`src/rcfs_pkg.sv`:
```
`timescale 1ns / 1ps
// ----------------------------------------------------------------------------
// rcfs_pkg
// Shared widths, register indexes, reset values and types of the RGB color
// fade sequencer.
// ----------------------------------------------------------------------------
package rcfs_pkg;

  // Width of the step counter and of the per-segment step limit.
  localparam int STEP_COUNT_BITS = 12;

  localparam int CHAN_W    = 8;
  localparam int COLOR_W   = 3 * CHAN_W;
  localparam int STEPS_W   = 12;
  localparam int SEG_W     = 2;
  localparam int CFG_IDX_W = 3;

  // Wider of the register and the counter, for the saturation compare.
  localparam int LIM_W = (STEP_COUNT_BITS > STEPS_W) ? STEP_COUNT_BITS : STEPS_W;
  localparam logic [LIM_W-1:0] STEP_CAP = LIM_W'((1 << STEP_COUNT_BITS) - 1);

  // Multiply/divide datapath widths.
  localparam int PROD_W = CHAN_W + STEP_COUNT_BITS;
  localparam int NUM_W  = PROD_W + 1;

  // Configuration register indexes.
  localparam logic [CFG_IDX_W-1:0] CFG_COLOR_ZERO  = 3'd0;
  localparam logic [CFG_IDX_W-1:0] CFG_COLOR_ONE   = 3'd1;
  localparam logic [CFG_IDX_W-1:0] CFG_COLOR_TWO   = 3'd2;
  localparam logic [CFG_IDX_W-1:0] CFG_COLOR_THREE = 3'd3;
  localparam logic [CFG_IDX_W-1:0] CFG_STEPS       = 3'd4;

  // Reset values.
  localparam logic [COLOR_W-1:0] COLOR_ZERO_RST  = 24'h0000FF;
  localparam logic [COLOR_W-1:0] COLOR_ONE_RST   = 24'h00FF00;
  localparam logic [COLOR_W-1:0] COLOR_TWO_RST   = 24'hFF0000;
  localparam logic [COLOR_W-1:0] COLOR_THREE_RST = 24'h0000FF;
  localparam logic [STEPS_W-1:0] STEPS_RST       = 12'd500;

  // Configuration seen by the sequencer.
  typedef struct packed {
    logic [3:0][COLOR_W-1:0]      color;
    logic [STEP_COUNT_BITS-1:0]   n_limit;
  } cfg_t;

  // Request to the shared multiply/divide unit.
  typedef struct packed {
    logic              start;
    logic              round_up;
    logic [CHAN_W-1:0] mag;
  } muldiv_req_t;

  // Response from the shared multiply/divide unit.
  typedef struct packed {
    logic              done;
    logic [CHAN_W-1:0] quot;
  } muldiv_rsp_t;

endpackage

```
`src/rcfs_if.sv`:
```
`timescale 1ns / 1ps
// ----------------------------------------------------------------------------
// rcfs_if
// Valid/ready channels of the fade sequencer: tick beats in, color beats out.
// ----------------------------------------------------------------------------
interface rcfs_tick_if;
  logic valid;
  logic ready;
  logic restart;

  modport source (output valid, output restart, input ready);
  modport sink   (input valid, input restart, output ready);
endinterface

interface rcfs_color_if;
  logic                       valid;
  logic                       ready;
  logic [rcfs_pkg::CHAN_W-1:0] red;
  logic [rcfs_pkg::CHAN_W-1:0] green;
  logic [rcfs_pkg::CHAN_W-1:0] blue;
  logic [rcfs_pkg::SEG_W-1:0]  segment_index;
  logic                       segment_end;
  logic                       cycle_end;

  modport source (output valid, output red, output green, output blue,
                  output segment_index, output segment_end, output cycle_end,
                  input ready);
  modport sink   (input valid, input red, input green, input blue,
                  input segment_index, input segment_end, input cycle_end,
                  output ready);
endinterface

```
`src/rcfs_cfg_regs.sv`:
```
`timescale 1ns / 1ps
// ----------------------------------------------------------------------------
// rcfs_cfg_regs
// Color and step registers with the write port, plus the clamped step limit.
// ----------------------------------------------------------------------------
module rcfs_cfg_regs (
  input  logic                              clk,
  input  logic                              rst,
  input  logic                              cfg_we,
  input  logic [rcfs_pkg::CFG_IDX_W-1:0]    cfg_index,
  input  logic [rcfs_pkg::COLOR_W-1:0]      cfg_data,
  output rcfs_pkg::cfg_t                    cfg
);

  logic [3:0][rcfs_pkg::COLOR_W-1:0] color;
  logic [rcfs_pkg::STEPS_W-1:0]      steps;
  logic [rcfs_pkg::LIM_W-1:0]        steps_ext;

  always_ff @(posedge clk) begin
    if (rst) begin
      color[0] <= rcfs_pkg::COLOR_ZERO_RST;
      color[1] <= rcfs_pkg::COLOR_ONE_RST;
      color[2] <= rcfs_pkg::COLOR_TWO_RST;
      color[3] <= rcfs_pkg::COLOR_THREE_RST;
      steps    <= rcfs_pkg::STEPS_RST;
    end else if (cfg_we) begin
      case (cfg_index)
        rcfs_pkg::CFG_COLOR_ZERO:  color[0] <= cfg_data;
        rcfs_pkg::CFG_COLOR_ONE:   color[1] <= cfg_data;
        rcfs_pkg::CFG_COLOR_TWO:   color[2] <= cfg_data;
        rcfs_pkg::CFG_COLOR_THREE: color[3] <= cfg_data;
        rcfs_pkg::CFG_STEPS:       steps    <= cfg_data[rcfs_pkg::STEPS_W-1:0];
        default: ;
      endcase
    end
  end

  assign steps_ext = rcfs_pkg::LIM_W'(steps);

  // zero steps acts as one; oversize counts saturate to the counter range
  always_comb begin
    cfg.color = color;
    if (steps == '0) begin
      cfg.n_limit = rcfs_pkg::STEP_COUNT_BITS'(1);
    end else if (steps_ext > rcfs_pkg::STEP_CAP) begin
      cfg.n_limit = rcfs_pkg::STEP_CAP[rcfs_pkg::STEP_COUNT_BITS-1:0];
    end else begin
      cfg.n_limit = steps_ext[rcfs_pkg::STEP_COUNT_BITS-1:0];
    end
  end

endmodule

```
`src/rcfs_muldiv.sv`:
```
`timescale 1ns / 1ps
// ----------------------------------------------------------------------------
// rcfs_muldiv
// Shared unit: quot = floor(mag*k/n) or ceil(mag*k/n), a multiply step
// then one restoring-divide bit per cycle. Quotient never exceeds mag.
// ----------------------------------------------------------------------------
module rcfs_muldiv (
  input  logic                                clk,
  input  logic                                rst,
  input  rcfs_pkg::muldiv_req_t               req,
  input  logic [rcfs_pkg::STEP_COUNT_BITS-1:0] k,
  input  logic [rcfs_pkg::STEP_COUNT_BITS-1:0] n,
  output rcfs_pkg::muldiv_rsp_t               rsp
);

  typedef enum logic [1:0] {ST_IDLE, ST_MUL, ST_DIV} state_t;

  state_t                        state;
  logic [2:0]                    bit_cnt;
  logic [rcfs_pkg::NUM_W-1:0]    rem;
  logic [rcfs_pkg::NUM_W-1:0]    dsh;
  logic [rcfs_pkg::CHAN_W-1:0]   quot;
  logic [rcfs_pkg::CHAN_W-1:0]   mag_q;
  logic                          round_q;
  logic                          done;
  logic [rcfs_pkg::PROD_W-1:0]   prod;
  logic [rcfs_pkg::NUM_W-1:0]    bias;

  assign prod = rcfs_pkg::PROD_W'(mag_q) * rcfs_pkg::PROD_W'(k);
  // n - 1 added ahead of the floor divide gives the ceiling
  assign bias = round_q ? (rcfs_pkg::NUM_W'(n) - rcfs_pkg::NUM_W'(1)) : '0;

  always_ff @(posedge clk) begin
    if (rst) begin
      state <= ST_IDLE;
      done  <= 1'b0;
    end else begin
      done <= 1'b0;
      case (state)
        ST_IDLE: begin
          if (req.start) begin
            mag_q   <= req.mag;
            round_q <= req.round_up;
            state   <= ST_MUL;
          end
        end
        ST_MUL: begin
          rem     <= rcfs_pkg::NUM_W'(prod) + bias;
          dsh     <= rcfs_pkg::NUM_W'(n) << (rcfs_pkg::CHAN_W - 1);
          quot    <= '0;
          bit_cnt <= 3'(rcfs_pkg::CHAN_W - 1);
          state   <= ST_DIV;
        end
        ST_DIV: begin
          if (rem >= dsh) begin
            rem  <= rem - dsh;
            quot <= {quot[rcfs_pkg::CHAN_W-2:0], 1'b1};
          end else begin
            quot <= {quot[rcfs_pkg::CHAN_W-2:0], 1'b0};
          end
          dsh <= dsh >> 1;
          if (bit_cnt == '0) begin
            done  <= 1'b1;
            state <= ST_IDLE;
          end else begin
            bit_cnt <= bit_cnt - 3'd1;
          end
        end
        default: state <= ST_IDLE;
      endcase
    end
  end

  assign rsp.done = done;
  assign rsp.quot = quot;

  a_done_after_div: assert property (@(posedge clk) disable iff (rst)
    done |-> $past(state) == ST_DIV)
    else $error("muldiv done without a divide pass");

  a_quot_bound: assert property (@(posedge clk) disable iff (rst)
    done |-> quot <= mag_q)
    else $error("muldiv quotient exceeds channel span");

endmodule

```
`src/rgb_color_fade_sequencer_core.sv`:
```
`timescale 1ns / 1ps
// ----------------------------------------------------------------------------
// rgb_color_fade_sequencer_core
// Three-segment linear color fade; one color beat per tick beat.
// A new tick beat is taken only in idle, once the previous color beat is in the
// output register; the three channels go in turn through the shared multiply/
// divide unit (issue, multiply, 8 divide steps, writeback). A stalled color
// beat holds the next result in place.
// Reset: synchronous rst returns colors and steps to defaults, segment 0.
// ----------------------------------------------------------------------------
module rgb_color_fade_sequencer_core (
  input  logic                           clk,
  input  logic                           rst,
  input  logic                           cfg_we,
  input  logic [rcfs_pkg::CFG_IDX_W-1:0] cfg_index,
  input  logic [rcfs_pkg::COLOR_W-1:0]   cfg_data,
  rcfs_tick_if.sink                      tick,
  rcfs_color_if.source                   color
);

  localparam int SCB = rcfs_pkg::STEP_COUNT_BITS;
  localparam int CW  = rcfs_pkg::CHAN_W;
  localparam logic [rcfs_pkg::SEG_W-1:0] SEG_LAST = 2'd2;

  typedef enum logic [1:0] {ST_IDLE, ST_ISSUE, ST_WAIT, ST_PUSH} state_t;
  typedef enum logic [1:0] {CH_RED, CH_GREEN, CH_BLUE} chan_t;

  rcfs_pkg::cfg_t        cfg;
  rcfs_pkg::muldiv_req_t req;
  rcfs_pkg::muldiv_rsp_t rsp;

  state_t                        state;
  chan_t                         ch;
  logic [rcfs_pkg::SEG_W-1:0]    current_segment;
  logic [SCB-1:0]                step_count;

  // per-item work registers
  logic [rcfs_pkg::COLOR_W-1:0]  a_q;
  logic [rcfs_pkg::COLOR_W-1:0]  b_q;
  logic [SCB-1:0]                k_q;
  logic [SCB-1:0]                n_q;
  logic [rcfs_pkg::SEG_W-1:0]    seg_q;
  logic                          seg_end_q;
  logic                          cyc_end_q;
  logic [CW-1:0]                 red_w;
  logic [CW-1:0]                 green_w;
  logic [CW-1:0]                 blue_w;

  // output register
  logic                          out_valid;
  logic [CW-1:0]                 out_red;
  logic [CW-1:0]                 out_green;
  logic [CW-1:0]                 out_blue;
  logic [rcfs_pkg::SEG_W-1:0]    out_seg;
  logic                          out_seg_end;
  logic                          out_cyc_end;

  // tick decode
  logic                          accept;
  logic [rcfs_pkg::SEG_W-1:0]    seg_cur;
  logic [SCB-1:0]                step_cur;
  logic [SCB:0]                  k_inc;
  logic                          seg_end;
  logic [SCB-1:0]                k_sel;

  // channel operands
  logic [CW-1:0]                 s_byte;
  logic [CW-1:0]                 e_byte;
  logic                          desc;
  logic [CW-1:0]                 ch_result;

  rcfs_cfg_regs u_cfg (
    .clk       (clk),
    .rst       (rst),
    .cfg_we    (cfg_we),
    .cfg_index (cfg_index),
    .cfg_data  (cfg_data),
    .cfg       (cfg)
  );

  rcfs_muldiv u_muldiv (
    .clk (clk),
    .rst (rst),
    .req (req),
    .k   (k_q),
    .n   (n_q),
    .rsp (rsp)
  );

  assign tick.ready = (state == ST_IDLE);
  assign accept     = tick.valid && tick.ready;

  always_comb begin
    seg_cur  = tick.restart ? '0 : current_segment;
    if (seg_cur == 2'd3) begin
      seg_cur = '0;
    end
    step_cur = tick.restart ? '0 : step_count;
    k_inc    = {1'b0, step_cur} + (SCB+1)'(1);
    seg_end  = (k_inc >= {1'b0, cfg.n_limit});
    k_sel    = seg_end ? cfg.n_limit : k_inc[SCB-1:0];
  end

  always_comb begin
    case (ch)
      CH_RED: begin
        s_byte = a_q[3*CW-1:2*CW];
        e_byte = b_q[3*CW-1:2*CW];
      end
      CH_GREEN: begin
        s_byte = a_q[2*CW-1:CW];
        e_byte = b_q[2*CW-1:CW];
      end
      default: begin
        s_byte = a_q[CW-1:0];
        e_byte = b_q[CW-1:0];
      end
    endcase
    // falling channels round the step toward the end color
    desc         = (e_byte < s_byte);
    req.start    = (state == ST_ISSUE);
    req.round_up = desc;
    req.mag      = desc ? (s_byte - e_byte) : (e_byte - s_byte);
    ch_result    = desc ? (s_byte - rsp.quot) : (s_byte + rsp.quot);
  end

  always_ff @(posedge clk) begin
    if (rst) begin
      state           <= ST_IDLE;
      ch              <= CH_RED;
      current_segment <= '0;
      step_count      <= '0;
      out_valid       <= 1'b0;
    end else begin
      // a push in the same cycle reloads the output register instead
      if (color.valid && color.ready && (state != ST_PUSH)) begin
        out_valid <= 1'b0;
      end
      case (state)
        ST_IDLE: begin
          if (accept) begin
            a_q       <= cfg.color[seg_cur];
            b_q       <= cfg.color[seg_cur + 2'd1];
            k_q       <= k_sel;
            n_q       <= cfg.n_limit;
            seg_q     <= seg_cur;
            seg_end_q <= seg_end;
            cyc_end_q <= seg_end && (seg_cur == SEG_LAST);
            if (seg_end) begin
              step_count      <= '0;
              current_segment <= (seg_cur == SEG_LAST) ? '0 : seg_cur + 2'd1;
            end else begin
              step_count      <= k_sel;
              current_segment <= seg_cur;
            end
            ch    <= CH_RED;
            state <= ST_ISSUE;
          end
        end
        ST_ISSUE: state <= ST_WAIT;
        ST_WAIT: begin
          if (rsp.done) begin
            case (ch)
              CH_RED: begin
                red_w <= ch_result;
                ch    <= CH_GREEN;
                state <= ST_ISSUE;
              end
              CH_GREEN: begin
                green_w <= ch_result;
                ch      <= CH_BLUE;
                state   <= ST_ISSUE;
              end
              default: begin
                blue_w <= ch_result;
                state  <= ST_PUSH;
              end
            endcase
          end
        end
        ST_PUSH: begin
          if (!out_valid || color.ready) begin
            out_valid   <= 1'b1;
            out_red     <= red_w;
            out_green   <= green_w;
            out_blue    <= blue_w;
            out_seg     <= seg_q;
            out_seg_end <= seg_end_q;
            out_cyc_end <= cyc_end_q;
            state       <= ST_IDLE;
          end
        end
        default: state <= ST_IDLE;
      endcase
    end
  end

  assign color.valid         = out_valid;
  assign color.red           = out_red;
  assign color.green         = out_green;
  assign color.blue          = out_blue;
  assign color.segment_index = out_seg;
  assign color.segment_end   = out_seg_end;
  assign color.cycle_end     = out_cyc_end;

  a_busy_after_tick: assert property (@(posedge clk) disable iff (rst)
    accept |=> !tick.ready)
    else $error("tick taken while a fade step is in progress");

  a_seg_range: assert property (@(posedge clk) disable iff (rst)
    color.valid |-> color.segment_index != 2'd3)
    else $error("unused segment index on color beat");

  a_cycle_needs_seg_end: assert property (@(posedge clk) disable iff (rst)
    (color.valid && !color.segment_end) |-> !color.cycle_end)
    else $error("cycle end without segment end");

endmodule
```
`src/flat_wrapper.sv`:
```
// flat-port wrapper written by rule: the top's interface ports become plain ports
module rgb_color_fade_sequencer_core_flat 
  (clk, rst, cfg_we, cfg_index, cfg_data, tick_valid, tick_restart, tick_ready, color_valid, color_red, color_green, color_blue, color_segment_index, color_segment_end, color_cycle_end, color_ready);
  rcfs_tick_if tick_i ();
  rcfs_color_if color_i ();
  input  logic clk;
  input  logic rst;
  input  logic cfg_we;
  input  logic [rcfs_pkg::CFG_IDX_W-1:0] cfg_index;
  input  logic [rcfs_pkg::COLOR_W-1:0] cfg_data;
  input wire logic [$bits(tick_i.valid)-1:0] tick_valid;
  input wire logic [$bits(tick_i.restart)-1:0] tick_restart;
  output wire logic [$bits(tick_i.ready)-1:0] tick_ready;
  output wire logic [$bits(color_i.valid)-1:0] color_valid;
  output wire logic [$bits(color_i.red)-1:0] color_red;
  output wire logic [$bits(color_i.green)-1:0] color_green;
  output wire logic [$bits(color_i.blue)-1:0] color_blue;
  output wire logic [$bits(color_i.segment_index)-1:0] color_segment_index;
  output wire logic [$bits(color_i.segment_end)-1:0] color_segment_end;
  output wire logic [$bits(color_i.cycle_end)-1:0] color_cycle_end;
  input wire logic [$bits(color_i.ready)-1:0] color_ready;
  assign tick_i.valid = tick_valid;
  assign tick_i.restart = tick_restart;
  assign tick_ready = tick_i.ready;
  assign color_valid = color_i.valid;
  assign color_red = color_i.red;
  assign color_green = color_i.green;
  assign color_blue = color_i.blue;
  assign color_segment_index = color_i.segment_index;
  assign color_segment_end = color_i.segment_end;
  assign color_cycle_end = color_i.cycle_end;
  assign color_i.ready = color_ready;
  rgb_color_fade_sequencer_core u_core (.clk(clk), .rst(rst), .cfg_we(cfg_we), .cfg_index(cfg_index), .cfg_data(cfg_data), .tick(tick_i), .color(color_i));
endmodule
```
`config.mk`:
```
export PLATFORM = sky130hd
export DESIGN_NAME = rgb_color_fade_sequencer_core_flat
export DESIGN_NICKNAME = d
export VERILOG_FILES = /design/src/rcfs_pkg.sv /design/src/rcfs_if.sv /design/src/rcfs_cfg_regs.sv /design/src/rcfs_muldiv.sv /design/src/rgb_color_fade_sequencer_core.sv /design/src/flat_wrapper.sv
export SDC_FILE = /design/constraint.sdc
export NUM_CORES = 1
export LEC_CHECK = 0
export BUFFER_PORTS_ARGS = -buffer_cell sky130_fd_sc_hd__buf_2
export CAP_MARGIN = 40
export CORE_UTILIZATION = 40
export CTS_BUF_LIST = sky130_fd_sc_hd__clkbuf_4 sky130_fd_sc_hd__clkbuf_8
export CTS_CLUSTER_DIAMETER = 100
export DETAILED_ROUTE_END_ITERATION = 8
export PLACE_DENSITY = 0.54
export SLEW_MARGIN = 40
export SYNTH_ARGS = -nofsm -noshare
export SYNTH_HDL_FRONTEND = slang
export SYNTH_SLANG_ARGS = --single-unit
```
`constraint.sdc`:
```
create_clock -name clk -period 5.6 [get_ports clk]
set_input_delay 0.28 -clock clk [delete_from_list [all_inputs] [get_ports clk]]
set_output_delay 0.28 -clock clk [all_outputs]
set_load 0.02 [all_outputs]
```
==> impl_results.md <==
- Status: finished, final reports clean
- Grt peak-use layer: met2
- Seq/Total Area, Yosys: 0.436
- Routed wire per std cell: around 18 µm
- Synth Register Bits: about 320
- Die X: 219 µm
- Synth Net Count: 2,083
- Crit share post-route: 0.984
- CTS root buf: clkbuf_8
- Cells after Synth: 1,861
- GR Util All Layers: 0.198
- Max VDD drop: 0.000244 V
- Met2 GRT Util: 0.323
- Max Cap Violations: 0
- Cell-internal power: 5.61 mW
- Combinational power share: 0.378
- Pwr dens: 387 nW/µm²
- Critical path class: reg2reg
- # setup viols final: 0
- First-pass GRT wire length: 74,300 µm
- Routed WL: ~47,000 µm
- Antenna-violating nets left: 0
- Io pins: 63
- Fmax: 182 MHz
- Core area: 46,600 µm²
- Crit path capture type: flip-flop
- Largest cells by area after synthesis: edfxtp_1 (30%), dfxtp_1 (14%), fa_1 (8.7%)
- CTS max path bufs: 3
- Worst hold path class: in2reg
- Placed cell area: about 20,000 µm²
- Async SR Flop Fraction: 0
- Clk slew on worst S/H paths: 0.05 ns
- FILL cells: 4,367
- Library cells used by synthesis: 70
- Yosys warnings: 0
- Clock power share: 0.279
- CTS tree: done
- Yosys top cell area share: 0.298
- Leak Pwr: 8.80 nW
- Initial DRC count: 712
- Final Critical Period: 5.51 ns
- Relative slew slack: 0.438
- DIE HEIGHT: 219 µm
- Crit path DAT: a little under 6 ns
- Vias in the first global route: 13,600
- Total gr overflow: 0
- Final hold vios: 0
- Vias: around 14,000
- Total iterations of the first detailed-routing run: 5
- FP Rows: 79
- Crit-path max FO: 4
- Sw frac: 0.337
- Routability Congestion: 0.843
- Crit path launch type: flip-flop
- Initial antenna violation count: 1
- Sink Count: 318
- Setup TNS: 0 ns
- GR Layer Usage met3: 0.0326
- CP required: 5.96 ns
- Crit-path slowest cell: fa_2
- Via/cell ratio: 5.15
- P&R area growth vs syn: 15.6%
- Final Max Slew Viols: 0
- Power share of the sequential group: 0.343
- Unrepaired setup endpoints after global routing: true
- Cell taking the most area after synthesis: edfxtp_1
- Post-synthesis cell area: 18,900 µm²
- Starting Density: 0.406
- H-tree depth: 2
- Slew @ Worst Pin: between 0.8 and 0.9 ns
- Number of synthesized flops with an enable pin: between 150 and 200
- # port buffers: 62
- DP HPWL: 33,200 µm
- CTS Buf Count: 56
- Top FF cell, synth: edfxtp_1
- DRC Markers: 0
- Syn Area/Cell: 10.2 µm²
- Largest net degree at the start of global routing: 62
- Crit path max-delay family: adder cells
- WP buf/inv: 4
- Crit-path cells: or3_4, nor2_4, buf_4, nand2_2, buf_4, xnor2_2, nand2_1, fa_2, fa_1, fa_1, fa_1, inv_1, ha_1, buf_4, o21a_1, o31a_1, o211ai_1, a31oi_1, a211oi_2, xnor2_1, nor2_1, a21oi_1
- Nets: 2,195
- CP max stage delay: 0.57 ns
- Psw: 2.85 mW
- Clk Latency, worst-skew pair: 0.68 ns
- Final instance area: 21,900 µm²
- Share of layout cells above drive strength 1: 0.166
- DIE AREA: 48,200 µm²
- Clock skew: 0.0601 ns
- GR Util met1: 0.264
power by group through the flow:
stage / clock (mW) / sequential (mW) / combinational (mW)
CTS: 2.43 / 2.90 / 3.00
floorplan: 0 / 2.91 / 2.16
global placement: 0 / 2.94 / 2.89
global route: 2.53 / 2.92 / 3.58
detailed placement: 0 / 2.95 / 2.93
finish: 2.36 / 2.90 / 3.20
final cells by class:
type	instances	area, µm²	share of cell area
clock buffers	97	1160	0.0530
well taps	607	759	0.0347
diodes	1	2.50	0.000114
clock inverters	8	111	0.00509
repair buffers	149	1060	0.0485
multi-input cells	1264	9830	0.450
flip-flops and latches	318	8250	0.377
inverters	184	691	0.0316
worst reg2reg max path: cells and delay by family (launching register included):
kind	cells	cell delay, ns
DFF	1	0.39
AOI/OAI and AO/OA	6	1.07
and+or+nand+nor	5	0.77
xor gates and xnor gates	2	0.20
adders and majority gates	5	2.31
buffers and inverters	4	0.46
logic make-up after synthesis:
family	Yosys count	share of synthesized area
compound gates	294	0.0919
xor+xnor	58	0.0269
fa+ha+maj	189	0.158
buf+inv	279	0.0557
flops	318	0.436
mux	90	0.0804
simple gates	633	0.152
Yosys cell counts, types with 3 or more instances:
master and n:
o21bai_1 6, nor4_1 5, clkbuf_1 85, mux4_2 48, nor2b_1 17, o31a_1 3
o21a_1 14, and4_1 3, a211o_1 3, a21o_1 10, nand2_1 348, nor3_1 14
a31oi_1 8, or2_2 8, a21oi_1 135, and3_1 9, nand3_1 61, mux2_2 15
ha_1 107, mux2i_1 27, a211oi_1 3, nor2_1 65, edfxtp_1 188, o21ai_0 67
inv_1 183, xor2_1 21, and2_1 57, fa_1 82, buf_1 7, o211ai_1 13
nand2b_1 15, or3_1 14, o31ai_1 6, dfxtp_1 130, nand4_1 5, xnor2_1 37
sequential cells by signal, indices dropped and copies added (netlist names), 12 cells and up:
signal,count
u_core.u_cfg.cfg,96
u_core.u_muldiv.rem,21
u_core.k_q,12
u_core.a_q,24
u_core.b_q,24
u_core.step_count,12
u_core.n_q,12
u_core.u_muldiv.dsh,19
u_core.u_cfg.steps,12
path summary, 6_finish.rpt:
| kind | from | endpoint | slack, ns | depth (start not counted) |
|---|---|---|---|---|
| max | u_core.n_q[4] | u_core.u_muldiv.rem[19] | 0.09 | 22 |
| min | color_ready | u_core.color.valid | 0.08 | 3 |
| max reg2reg | u_core.n_q[4] | u_core.u_muldiv.rem[19] | 0.09 | 22 |
| min reg2reg | u_core.seg_q[0] | u_core.color.segment_index[0] | 0.41 | 0 |
per-stage QoR:
step / cells / hold slack, ns / utilization / setup slack, ns / total power [mW]
floorplan: 1861 / 0.400 / - / 0.0301 / 5.07
global placement: 2489 / 0.403 / 0.431 / -0.0751 / 5.84
detailed placement: 2491 / 0.405 / 0.432 / -0.140 / 5.88
CTS: 2625 / 0.0124 / 0.467 / 0.0166 / 8.33
global route: 2628 / 0.0478 / 0.470 / -0.0996 / 9.04
finish: 2628 / 0.0804 / 0.470 / 0.0906 / 8.46
placed cells by master (no fill, tap or decap), drive strengths merged, types with 11 or more instances in the layout:
master	synthesis	final
dfxtp	130	130
a21o	11	11
dlygate4sd3	0	28
inv	183	184
nor3	14	14
or3	14	14
ha	107	107
mux2	15	15
a21oi	135	135
mux4	48	48
xor2	21	21
buf	9	121
clkbuf	86	97
nor2	65	65
nand2	348	348
mux2i	27	27
nor2b	18	18
o21a	14	14
xnor2	37	37
and2	57	57
nand3	61	61
edfxtp	188	188
o21ai	69	69
nand2b	15	15
fa	82	82
o211ai	13	13
layer usage:
layer / share of wire / vias to the layer above
li1: - / 6600
met1: 0.45 / 6546
met2: 0.47 / 303
met3: 0.045 / 90
met4: 0.030 / 0
met5: 0 / -
repair_timing:
item                       CTS  global route
hold endpoints to repair   108             0
hold buffers                28             0
resized for setup            9            25
pin swaps                   13            18
setup endpoints to repair    4             9
setup buffers                3             2
No activity file was read; power rests on OpenSTA's default activity.
